$ cat src/rtl/core/touch_calibration_affine_core_macros.svh
// Assertion helpers shared by the touch calibration core modules.
// Both expect clk_i and rst_ni in the scope of the use.
`ifndef TOUCH_CALIBRATION_AFFINE_CORE_MACROS_SVH
`define TOUCH_CALIBRATION_AFFINE_CORE_MACROS_SVH

// Property checked at every clock edge outside reset
`define TCA_ASSERT(name, prop, msg) \
  name: assert property (@(posedge clk_i) disable iff (!rst_ni) (prop)) else $error(msg);

// Condition in one cycle implies a condition in the next
`define TCA_ASSERT_NEXT(name, pre, post, msg) \
  name: assert property (@(posedge clk_i) disable iff (!rst_ni) (pre) |=> (post)) else $error(msg);

`endif

$ cat src/rtl/core/tca_pkg.sv
package tca_pkg;

  // Field and datapath widths
  localparam int unsigned RAW_W  = 12;
  localparam int unsigned REG_W  = 32;
  localparam int unsigned POS_W  = 9;
  localparam int unsigned SPAN_W = 13;
  // |coef * raw| < 2^43, so a 44-bit magnitude holds every dividend
  localparam int unsigned MAG_W  = 44;
  localparam int unsigned QUO_W  = MAG_W + 1;
  localparam int unsigned ACC_W  = QUO_W + 2;
  localparam int unsigned CNT_W  = $clog2(MAG_W);

  // Screen spans
  localparam logic [SPAN_W-1:0] X_SPAN = SPAN_W'(480);
  localparam logic [SPAN_W-1:0] Y_SPAN = SPAN_W'(320);

  // Register map
  localparam int unsigned NUM_REGS = 7;
  localparam int unsigned IDX_W    = 3;
  typedef enum logic [IDX_W-1:0] {
    REG_DIVISOR = 3'd0,
    REG_CXX     = 3'd1,
    REG_CXY     = 3'd2,
    REG_OFFX    = 3'd3,
    REG_CYX     = 3'd4,
    REG_CYY     = 3'd5,
    REG_OFFY    = 3'd6
  } reg_idx_e;

  // Divider status seen by the sequencer
  typedef struct packed {
    logic busy;
    logic done;
  } div_status_t;

  // Clamp an accumulated coordinate to [0, span-1], keep the low bits
  function automatic logic [POS_W-1:0] clamp_pos(input logic signed [ACC_W-1:0] v,
                                                 input logic [SPAN_W-1:0] span);
    logic [SPAN_W-1:0] top_v;
    logic [POS_W-1:0]  res;
    top_v = span - SPAN_W'(1);
    if (v[ACC_W-1]) begin
      res = '0;
    end else if (v >= $signed({{(ACC_W-SPAN_W){1'b0}}, span})) begin
      res = top_v[POS_W-1:0];
    end else begin
      res = v[POS_W-1:0];
    end
    return res;
  endfunction

endpackage

$ cat src/rtl/core/tca_divider.sv
`include "touch_calibration_affine_core_macros.svh"

// Restoring signed divider, one quotient bit per cycle, truncating toward zero.
// A zero divisor gives a zero quotient.
module tca_divider (
  input  logic                                clk_i,
  input  logic                                rst_ni,
  input  logic                                start_i,
  input  logic signed [tca_pkg::MAG_W-1:0]    num_i,
  input  logic signed [tca_pkg::REG_W-1:0]    den_i,
  output logic signed [tca_pkg::QUO_W-1:0]    quo_o,
  output tca_pkg::div_status_t                status_o
);

  typedef enum logic [2:0] {
    D_IDLE = 3'b001,
    D_RUN  = 3'b010,
    D_FIN  = 3'b100
  } div_state_e;

  div_state_e                        state_q, state_d;
  logic [tca_pkg::CNT_W-1:0]         cnt_q;
  logic [tca_pkg::MAG_W-1:0]         mag_q;
  logic [tca_pkg::REG_W-1:0]         rem_q;
  logic [tca_pkg::REG_W-1:0]         dmag_q;
  logic                              neg_q;
  logic                              zero_q;
  logic                              done_q;
  logic signed [tca_pkg::QUO_W-1:0]  quo_q;

  logic [tca_pkg::REG_W:0]           trial;
  logic [tca_pkg::REG_W+1:0]         diff;
  logic                              fits;
  logic [tca_pkg::QUO_W-1:0]         qext;

  // One trial subtraction per cycle
  assign trial = {rem_q, mag_q[tca_pkg::MAG_W-1]};
  assign diff  = {1'b0, trial} - {2'b00, dmag_q};
  assign fits  = ~diff[tca_pkg::REG_W+1];
  assign qext  = {1'b0, mag_q};

  always_comb begin
    state_d = state_q;
    unique case (state_q)
      D_IDLE: begin
        if (start_i) state_d = D_RUN;
      end
      D_RUN: begin
        if (cnt_q == '0) state_d = D_FIN;
      end
      D_FIN: begin
        state_d = D_IDLE;
      end
      default: state_d = D_IDLE;
    endcase
  end

  // Control state
  always_ff @(posedge clk_i or negedge rst_ni) begin
    if (!rst_ni) begin
      state_q <= D_IDLE;
      done_q  <= 1'b0;
    end else begin
      state_q <= state_d;
      done_q  <= (state_q == D_FIN);
    end
  end

  // Datapath
  always_ff @(posedge clk_i) begin
    unique case (state_q)
      D_IDLE: begin
        if (start_i) begin
          mag_q  <= num_i[tca_pkg::MAG_W-1] ? tca_pkg::MAG_W'(-num_i) : num_i;
          dmag_q <= den_i[tca_pkg::REG_W-1] ? tca_pkg::REG_W'(-den_i) : den_i;
          neg_q  <= num_i[tca_pkg::MAG_W-1] ^ den_i[tca_pkg::REG_W-1];
          zero_q <= (den_i == '0);
          rem_q  <= '0;
          cnt_q  <= tca_pkg::CNT_W'(tca_pkg::MAG_W - 1);
        end
      end
      D_RUN: begin
        rem_q <= fits ? diff[tca_pkg::REG_W-1:0] : trial[tca_pkg::REG_W-1:0];
        mag_q <= {mag_q[tca_pkg::MAG_W-2:0], fits};
        cnt_q <= cnt_q - tca_pkg::CNT_W'(1);
      end
      D_FIN: begin
        if (zero_q) begin
          quo_q <= '0;
        end else begin
          quo_q <= neg_q ? $signed(-qext) : $signed(qext);
        end
      end
      default: ;
    endcase
  end

  assign quo_o           = quo_q;
  assign status_o.busy   = (state_q != D_IDLE);
  assign status_o.done   = done_q;

  `TCA_ASSERT(a_done_idle, !(status_o.done && status_o.busy), "divider done while busy")
  `TCA_ASSERT_NEXT(a_done_pulse, status_o.done, !status_o.done, "divider done longer than one cycle")
  `TCA_ASSERT_NEXT(a_start_runs, start_i && !status_o.busy, state_q == D_RUN, "divider start not taken")

endmodule

$ cat src/rtl/core/touch_calibration_affine_core.sv
// Sequence: a pressed item runs six terms in turn (each a multiply, a divider start,
// 44 quotient bits, finish); a released item goes straight to the output stage.
// Throughput: one item at a time; the shared 44-step divider sets the rate.
// Reset: registers return to divisor 1, identity matrix, zero offsets; held point is (0, 0).
`include "touch_calibration_affine_core_macros.svh"

module touch_calibration_affine_core (
  input  logic                              clk_i,
  input  logic                              rst_ni,
  // configuration
  input  logic                              cfg_we_i,
  input  logic [tca_pkg::IDX_W-1:0]         cfg_idx_i,
  input  logic [tca_pkg::REG_W-1:0]         cfg_wdata_i,
  // input channel
  input  logic                              in_valid_i,
  output logic                              in_stall_o,
  input  logic                              touched_i,
  input  logic [tca_pkg::RAW_W-1:0]         raw_x_i,
  input  logic [tca_pkg::RAW_W-1:0]         raw_y_i,
  // output channel
  output logic                              out_valid_o,
  input  logic                              out_stall_i,
  output logic                              press_state_o,
  output logic [tca_pkg::POS_W-1:0]         pos_x_o,
  output logic [tca_pkg::POS_W-1:0]         pos_y_o
);

  typedef enum logic [5:0] {
    S_IDLE   = 6'b000001,
    S_MUL    = 6'b000010,
    S_DSTART = 6'b000100,
    S_DWAIT  = 6'b001000,
    S_OUT    = 6'b010000,
    S_SPARE  = 6'b100000
  } seq_state_e;

  typedef enum logic [2:0] {
    T_XX = 3'd0,
    T_XY = 3'd1,
    T_XO = 3'd2,
    T_YX = 3'd3,
    T_YY = 3'd4,
    T_YO = 3'd5
  } term_e;

  seq_state_e                         state_q;
  term_e                              term_q;
  logic [tca_pkg::REG_W-1:0]          cfg_q [tca_pkg::NUM_REGS];
  logic [tca_pkg::RAW_W-1:0]          rx_q, ry_q;
  logic                               press_q;
  logic signed [tca_pkg::MAG_W-1:0]   num_q, num_d;
  logic signed [tca_pkg::ACC_W-1:0]   acc_x_q, acc_y_q;
  logic [tca_pkg::POS_W-1:0]          held_x_q, held_y_q;
  logic [tca_pkg::POS_W-1:0]          clamp_x, clamp_y;
  logic                               out_valid_q, out_press_q;
  logic [tca_pkg::POS_W-1:0]          out_x_q, out_y_q;
  logic                               in_acc, out_load, div_start;
  logic signed [tca_pkg::REG_W-1:0]   coef;
  logic [tca_pkg::RAW_W-1:0]          raw_sel;
  logic                               is_offset;
  logic signed [tca_pkg::MAG_W:0]     prod;
  logic signed [tca_pkg::QUO_W-1:0]   quo;
  logic signed [tca_pkg::ACC_W-1:0]   quo_ext;
  tca_pkg::div_status_t               div_st;

  assign in_stall_o = (state_q != S_IDLE);
  assign in_acc     = in_valid_i && !in_stall_o;
  assign out_load   = (state_q == S_OUT) && (!out_valid_q || !out_stall_i);
  assign div_start  = (state_q == S_DSTART);

  // Configuration registers
  always_ff @(posedge clk_i or negedge rst_ni) begin
    if (!rst_ni) begin
      cfg_q[tca_pkg::REG_DIVISOR] <= tca_pkg::REG_W'(1);
      cfg_q[tca_pkg::REG_CXX]     <= tca_pkg::REG_W'(1);
      cfg_q[tca_pkg::REG_CXY]     <= '0;
      cfg_q[tca_pkg::REG_OFFX]    <= '0;
      cfg_q[tca_pkg::REG_CYX]     <= '0;
      cfg_q[tca_pkg::REG_CYY]     <= tca_pkg::REG_W'(1);
      cfg_q[tca_pkg::REG_OFFY]    <= '0;
    end else if (cfg_we_i && (32'(cfg_idx_i) < tca_pkg::NUM_REGS)) begin
      cfg_q[cfg_idx_i] <= cfg_wdata_i;
    end
  end

  // Operand selection for the current term
  always_comb begin
    coef      = '0;
    raw_sel   = rx_q;
    is_offset = 1'b0;
    unique case (term_q)
      T_XX: coef = $signed(cfg_q[tca_pkg::REG_CXX]);
      T_XY: begin
        coef    = $signed(cfg_q[tca_pkg::REG_CXY]);
        raw_sel = ry_q;
      end
      T_XO: begin
        coef      = $signed(cfg_q[tca_pkg::REG_OFFX]);
        is_offset = 1'b1;
      end
      T_YX: coef = $signed(cfg_q[tca_pkg::REG_CYX]);
      T_YY: begin
        coef    = $signed(cfg_q[tca_pkg::REG_CYY]);
        raw_sel = ry_q;
      end
      T_YO: begin
        coef      = $signed(cfg_q[tca_pkg::REG_OFFY]);
        is_offset = 1'b1;
      end
      default: ;
    endcase
  end

  // Exact 32 x 12 product, or the sign-extended offset
  assign prod  = coef * $signed({1'b0, raw_sel});
  assign num_d = is_offset ? tca_pkg::MAG_W'(coef) : prod[tca_pkg::MAG_W-1:0];

  tca_divider u_div (
    .clk_i    (clk_i),
    .rst_ni   (rst_ni),
    .start_i  (div_start),
    .num_i    (num_q),
    .den_i    ($signed(cfg_q[tca_pkg::REG_DIVISOR])),
    .quo_o    (quo),
    .status_o (div_st)
  );

  assign quo_ext = tca_pkg::ACC_W'(quo);
  assign clamp_x = tca_pkg::clamp_pos(acc_x_q, tca_pkg::X_SPAN);
  assign clamp_y = tca_pkg::clamp_pos(acc_y_q, tca_pkg::Y_SPAN);

  // Sequencer and held point
  always_ff @(posedge clk_i or negedge rst_ni) begin
    if (!rst_ni) begin
      state_q  <= S_IDLE;
      term_q   <= T_XX;
      held_x_q <= '0;
      held_y_q <= '0;
    end else begin
      unique case (state_q)
        S_IDLE: begin
          if (in_acc) begin
            term_q  <= T_XX;
            state_q <= touched_i ? S_MUL : S_OUT;
          end
        end
        S_MUL:    state_q <= S_DSTART;
        S_DSTART: state_q <= S_DWAIT;
        S_DWAIT: begin
          if (div_st.done) begin
            if (term_q == T_YO) begin
              state_q <= S_OUT;
            end else begin
              term_q  <= term_e'(term_q + 3'd1);
              state_q <= S_MUL;
            end
          end
        end
        S_OUT: begin
          if (out_load) begin
            state_q <= S_IDLE;
            if (press_q) begin
              held_x_q <= clamp_x;
              held_y_q <= clamp_y;
            end
          end
        end
        default: state_q <= S_IDLE;
      endcase
    end
  end

  // Item payload and accumulators
  always_ff @(posedge clk_i) begin
    if (in_acc) begin
      press_q <= touched_i;
      rx_q    <= raw_x_i;
      ry_q    <= raw_y_i;
      acc_x_q <= '0;
      acc_y_q <= '0;
    end
    if (state_q == S_MUL) begin
      num_q <= num_d;
    end
    if ((state_q == S_DWAIT) && div_st.done) begin
      if (term_q == T_XX || term_q == T_XY || term_q == T_XO) begin
        acc_x_q <= acc_x_q + quo_ext;
      end else begin
        acc_y_q <= acc_y_q + quo_ext;
      end
    end
  end

  // Output register
  always_ff @(posedge clk_i or negedge rst_ni) begin
    if (!rst_ni) begin
      out_valid_q <= 1'b0;
    end else if (out_load) begin
      out_valid_q <= 1'b1;
    end else if (!out_stall_i) begin
      out_valid_q <= 1'b0;
    end
  end

  always_ff @(posedge clk_i) begin
    if (out_load) begin
      out_press_q <= press_q;
      out_x_q     <= press_q ? clamp_x : held_x_q;
      out_y_q     <= press_q ? clamp_y : held_y_q;
    end
  end

  assign out_valid_o   = out_valid_q;
  assign press_state_o = out_press_q;
  assign pos_x_o       = out_x_q;
  assign pos_y_o       = out_y_q;

  `TCA_ASSERT(a_done_in_wait, !div_st.done || state_q == S_DWAIT, "divider done outside wait")
  `TCA_ASSERT(a_start_free, !div_start || !div_st.busy, "divider started while busy")
  `TCA_ASSERT_NEXT(a_out_hold, out_valid_o && out_stall_i, out_valid_o, "stalled result dropped")

endmodule

$ cat config.mk
export PLATFORM = sky130hd
export DESIGN_NAME = touch_calibration_affine_core
export DESIGN_NICKNAME = d
export VERILOG_FILES = /design/src/rtl/core/tca_pkg.sv /design/src/rtl/core/tca_divider.sv /design/src/rtl/core/touch_calibration_affine_core.sv
export VERILOG_INCLUDE_DIRS = /design/src /design/src/rtl/core
export SDC_FILE = /design/constraint.sdc
export NUM_CORES = 2
export LEC_CHECK = 0
export BUFFER_PORTS_ARGS = -buffer_cell sky130_fd_sc_hd__buf_2
export CAP_MARGIN = 10
export CORE_MARGIN = 4
export CORE_UTILIZATION = 35
export DETAILED_ROUTE_END_ITERATION = 10
export GPL_ROUTABILITY_DRIVEN = 0
export GPL_TIMING_DRIVEN = 0
export PLACE_DENSITY_LB_ADDON = 0.25
export SLEW_MARGIN = 40
export SYNTH_ARGS = -nofsm -noshare
export SYNTH_HDL_FRONTEND = slang
export SYNTH_HIERARCHICAL = 1
export SYNTH_SLANG_ARGS = --single-unit
export TNS_END_PERCENT = 50
$ cat constraint.sdc
create_clock -name clk_i -period 19.4 [get_ports clk_i]
set_input_delay 3.88 -clock clk_i [delete_from_list [all_inputs] [get_ports clk_i]]
set_output_delay 3.88 -clock clk_i [all_outputs]
set_load 0.005 [all_outputs]
==> qor.csv <==
stage;metric;value;unit
run_status;outcome;finished, final reports clean;
timing;setup_violations;0;
global_route;track_usage;0.196;
cts;cts_tree;yes;
timing;slew_headroom;0.400;
timing;fin_skew;30.6;ps
layout;fin_nets;5548;
die;dieArea;137000;µm²
route;drc_errors;0;
die;chipHeight;370;µm
critical_path;slowest_delay;750;ps
die;core;130000;µm²
cts;path_clk_slew;60;ps
global_route;grt_pass1_vias;35622;
route;ant_nets;0;
die;rows;132;
critical_path;crit_buf_inv;8;
placed_design;portBuffers;83;
timing;rsz0062_at_grt;false;
critical_path;crit_path_end_kind;flop;
cts;cts-root-buf;clkbuf_16;
global_route;grt_max_degree;70;
timing;layout_min_cycle_time;9630;ps
die;die_x;370;µm
cts;numCtsBuffers;73;
critical_path;crit_fanout;10;
critical_path;start_kind;flop;
critical_path;crit_type;flop to flop;
global_route;grt_pass1_wl;208000;µm
cts;cts_buffer_depth;3;
cts;cts_resized;0;
critical_path;slowest_stage;mux2i_1;
layout;area_growth;11.6;%
logic_synthesis;syn_area_per_cell;9.66;µm²
timing;finalHoldViolations;0;
logic_synthesis;yosysWarningCount;6;
route;first_pass_iters;6;
critical_path;cp.arrival;10020;ps
layout;drive_gt1_frac;0.120;
route;routed_wl;133000;µm
route;first_iter_violations;2349;
logic_synthesis;synth_cells;4738;
critical_path;critical_path.top_delay_family;adder cells;
cts;cts.sinks;598;
min_path;hold_path_class;flop to flop;
timing;slew_viol_final;0;
timing;fin_crit_sh;0.497;
critical_path;worst_ep_required_time;19780;ps
placed_design;hpwl;105000;µm
route;avgViaCountPerCell;5.21;
timing;worst_pin_slew;900;ps
cts;postCtsSetupBuffers;0;
global_route;grt-ovfl-total;0;
logic_synthesis;synthesis.area;45800;µm²
timing;tns;0;ps
die;ios;86;
route;vias;35021;
run;max-cap-violations;0;
cts;ctsHoldBuffers;0;
die;initial_core_util;0.353;
route;wl_per_cell;19.8;µm
timing;fmax;104;MHz
logic_synthesis;syn_nets;5371;
global_route;antenna_found_initial;7;
cts;htreeDepth;3;
cts;clock_latency;670;ps
==> worst register-to-register path, delay by kind of cell (launching register included) <==
family | cells | cell delay (ps)
fa+ha+maj | 7 | 3370
buf+inv | 8 | 1650
simple gates | 6 | 1310
mux | 1 | 760
compound gates | 5 | 1640
xor+xnor | 1 | 180
flops | 1 | 440
==> metal layers <==
layer  GRT usage  up-vias  wire length, µm
li1            -    16533                -
met1       0.266    17393            59700
met2       0.320      884            61500
met3      0.0316      209             7450
met4      0.0637        2             4280
met5           0        -               20
==> cell usage in the layout, fill, tap and decap left out, types with 144 or more instances in the layout <==
cell type,n
a21oi_1,199
clkbuf_1,199
dfrtp_1,250
edfxtp_1,249
fa_1,338
ha_1,230
inv_1,530
mux2_2,289
nand2_1,460
nand3_1,153
nor2_1,466
o21ai_0,227
xor2_1,144
==> area by class of cell <==
type | count | area [µm²]
Clock buffer | 105 | 2060
Clock inverter | 31 | 300
Tap cell | 1742 | 2180
Antenna cell | 2 | 5.00
Sequential cell | 598 | 15700
Timing Repair Buffer | 102 | 658
Buffer | 212 | 823
Multi-Input combinational cell | 3395 | 27300
Inverter | 533 | 2010
Fill cell | 13132 | 78700
==> metrics by stage <==
stage	setup WS (ps)	cells	utilization	instance area, µm²	hold slack, ps
floorplan	11930	4738	-	45800	442
global placement	9090	6563	0.373	48400	453
detailed placement	9840	6582	0.376	48700	458
CTS	9780	6718	0.394	51100	473
global route	9330	6719	0.394	51100	493
finish	9770	6720	0.394	51100	470
==> worst paths after layout <==
kind	cells after the start	startpoint	to	slack, ps
setup / recovery	28	term_q[0]	num_q[43]	9770
hold / removal	2	held_y_q[0]	held_y_q[0]	470
setup reg to reg	28	term_q[0]	num_q[43]	9770
hold reg to reg	2	held_y_q[0]	held_y_q[0]	470
max in group asynchronous	4	rst_ni	cfg_q[192]	14960
min in group asynchronous	1	rst_ni	held_y_q[0]	3080
==> state kept, by name, summed over array words and instances, names as in the netlist, 6 cells and up <==
| signal | cells |
|---|---|
| acc_x_q | 47 |
| pos_x_o | 9 |
| rx_q | 12 |
| pos_y_o | 9 |
| u_div/quo_o | 45 |
| u_div/rem_q | 32 |
| u_div/cnt_q | 6 |
| held_x_q | 9 |
| u_div/mag_q | 44 |
| u_div/dmag_q | 32 |
| cfg_q | 224 |
| held_y_q | 9 |
| ry_q | 12 |
| num_q | 44 |
| acc_y_q | 47 |
Power is not shown: default switching activity piles up to over one toggle a cycle in this logic, so the estimate is an artifact.
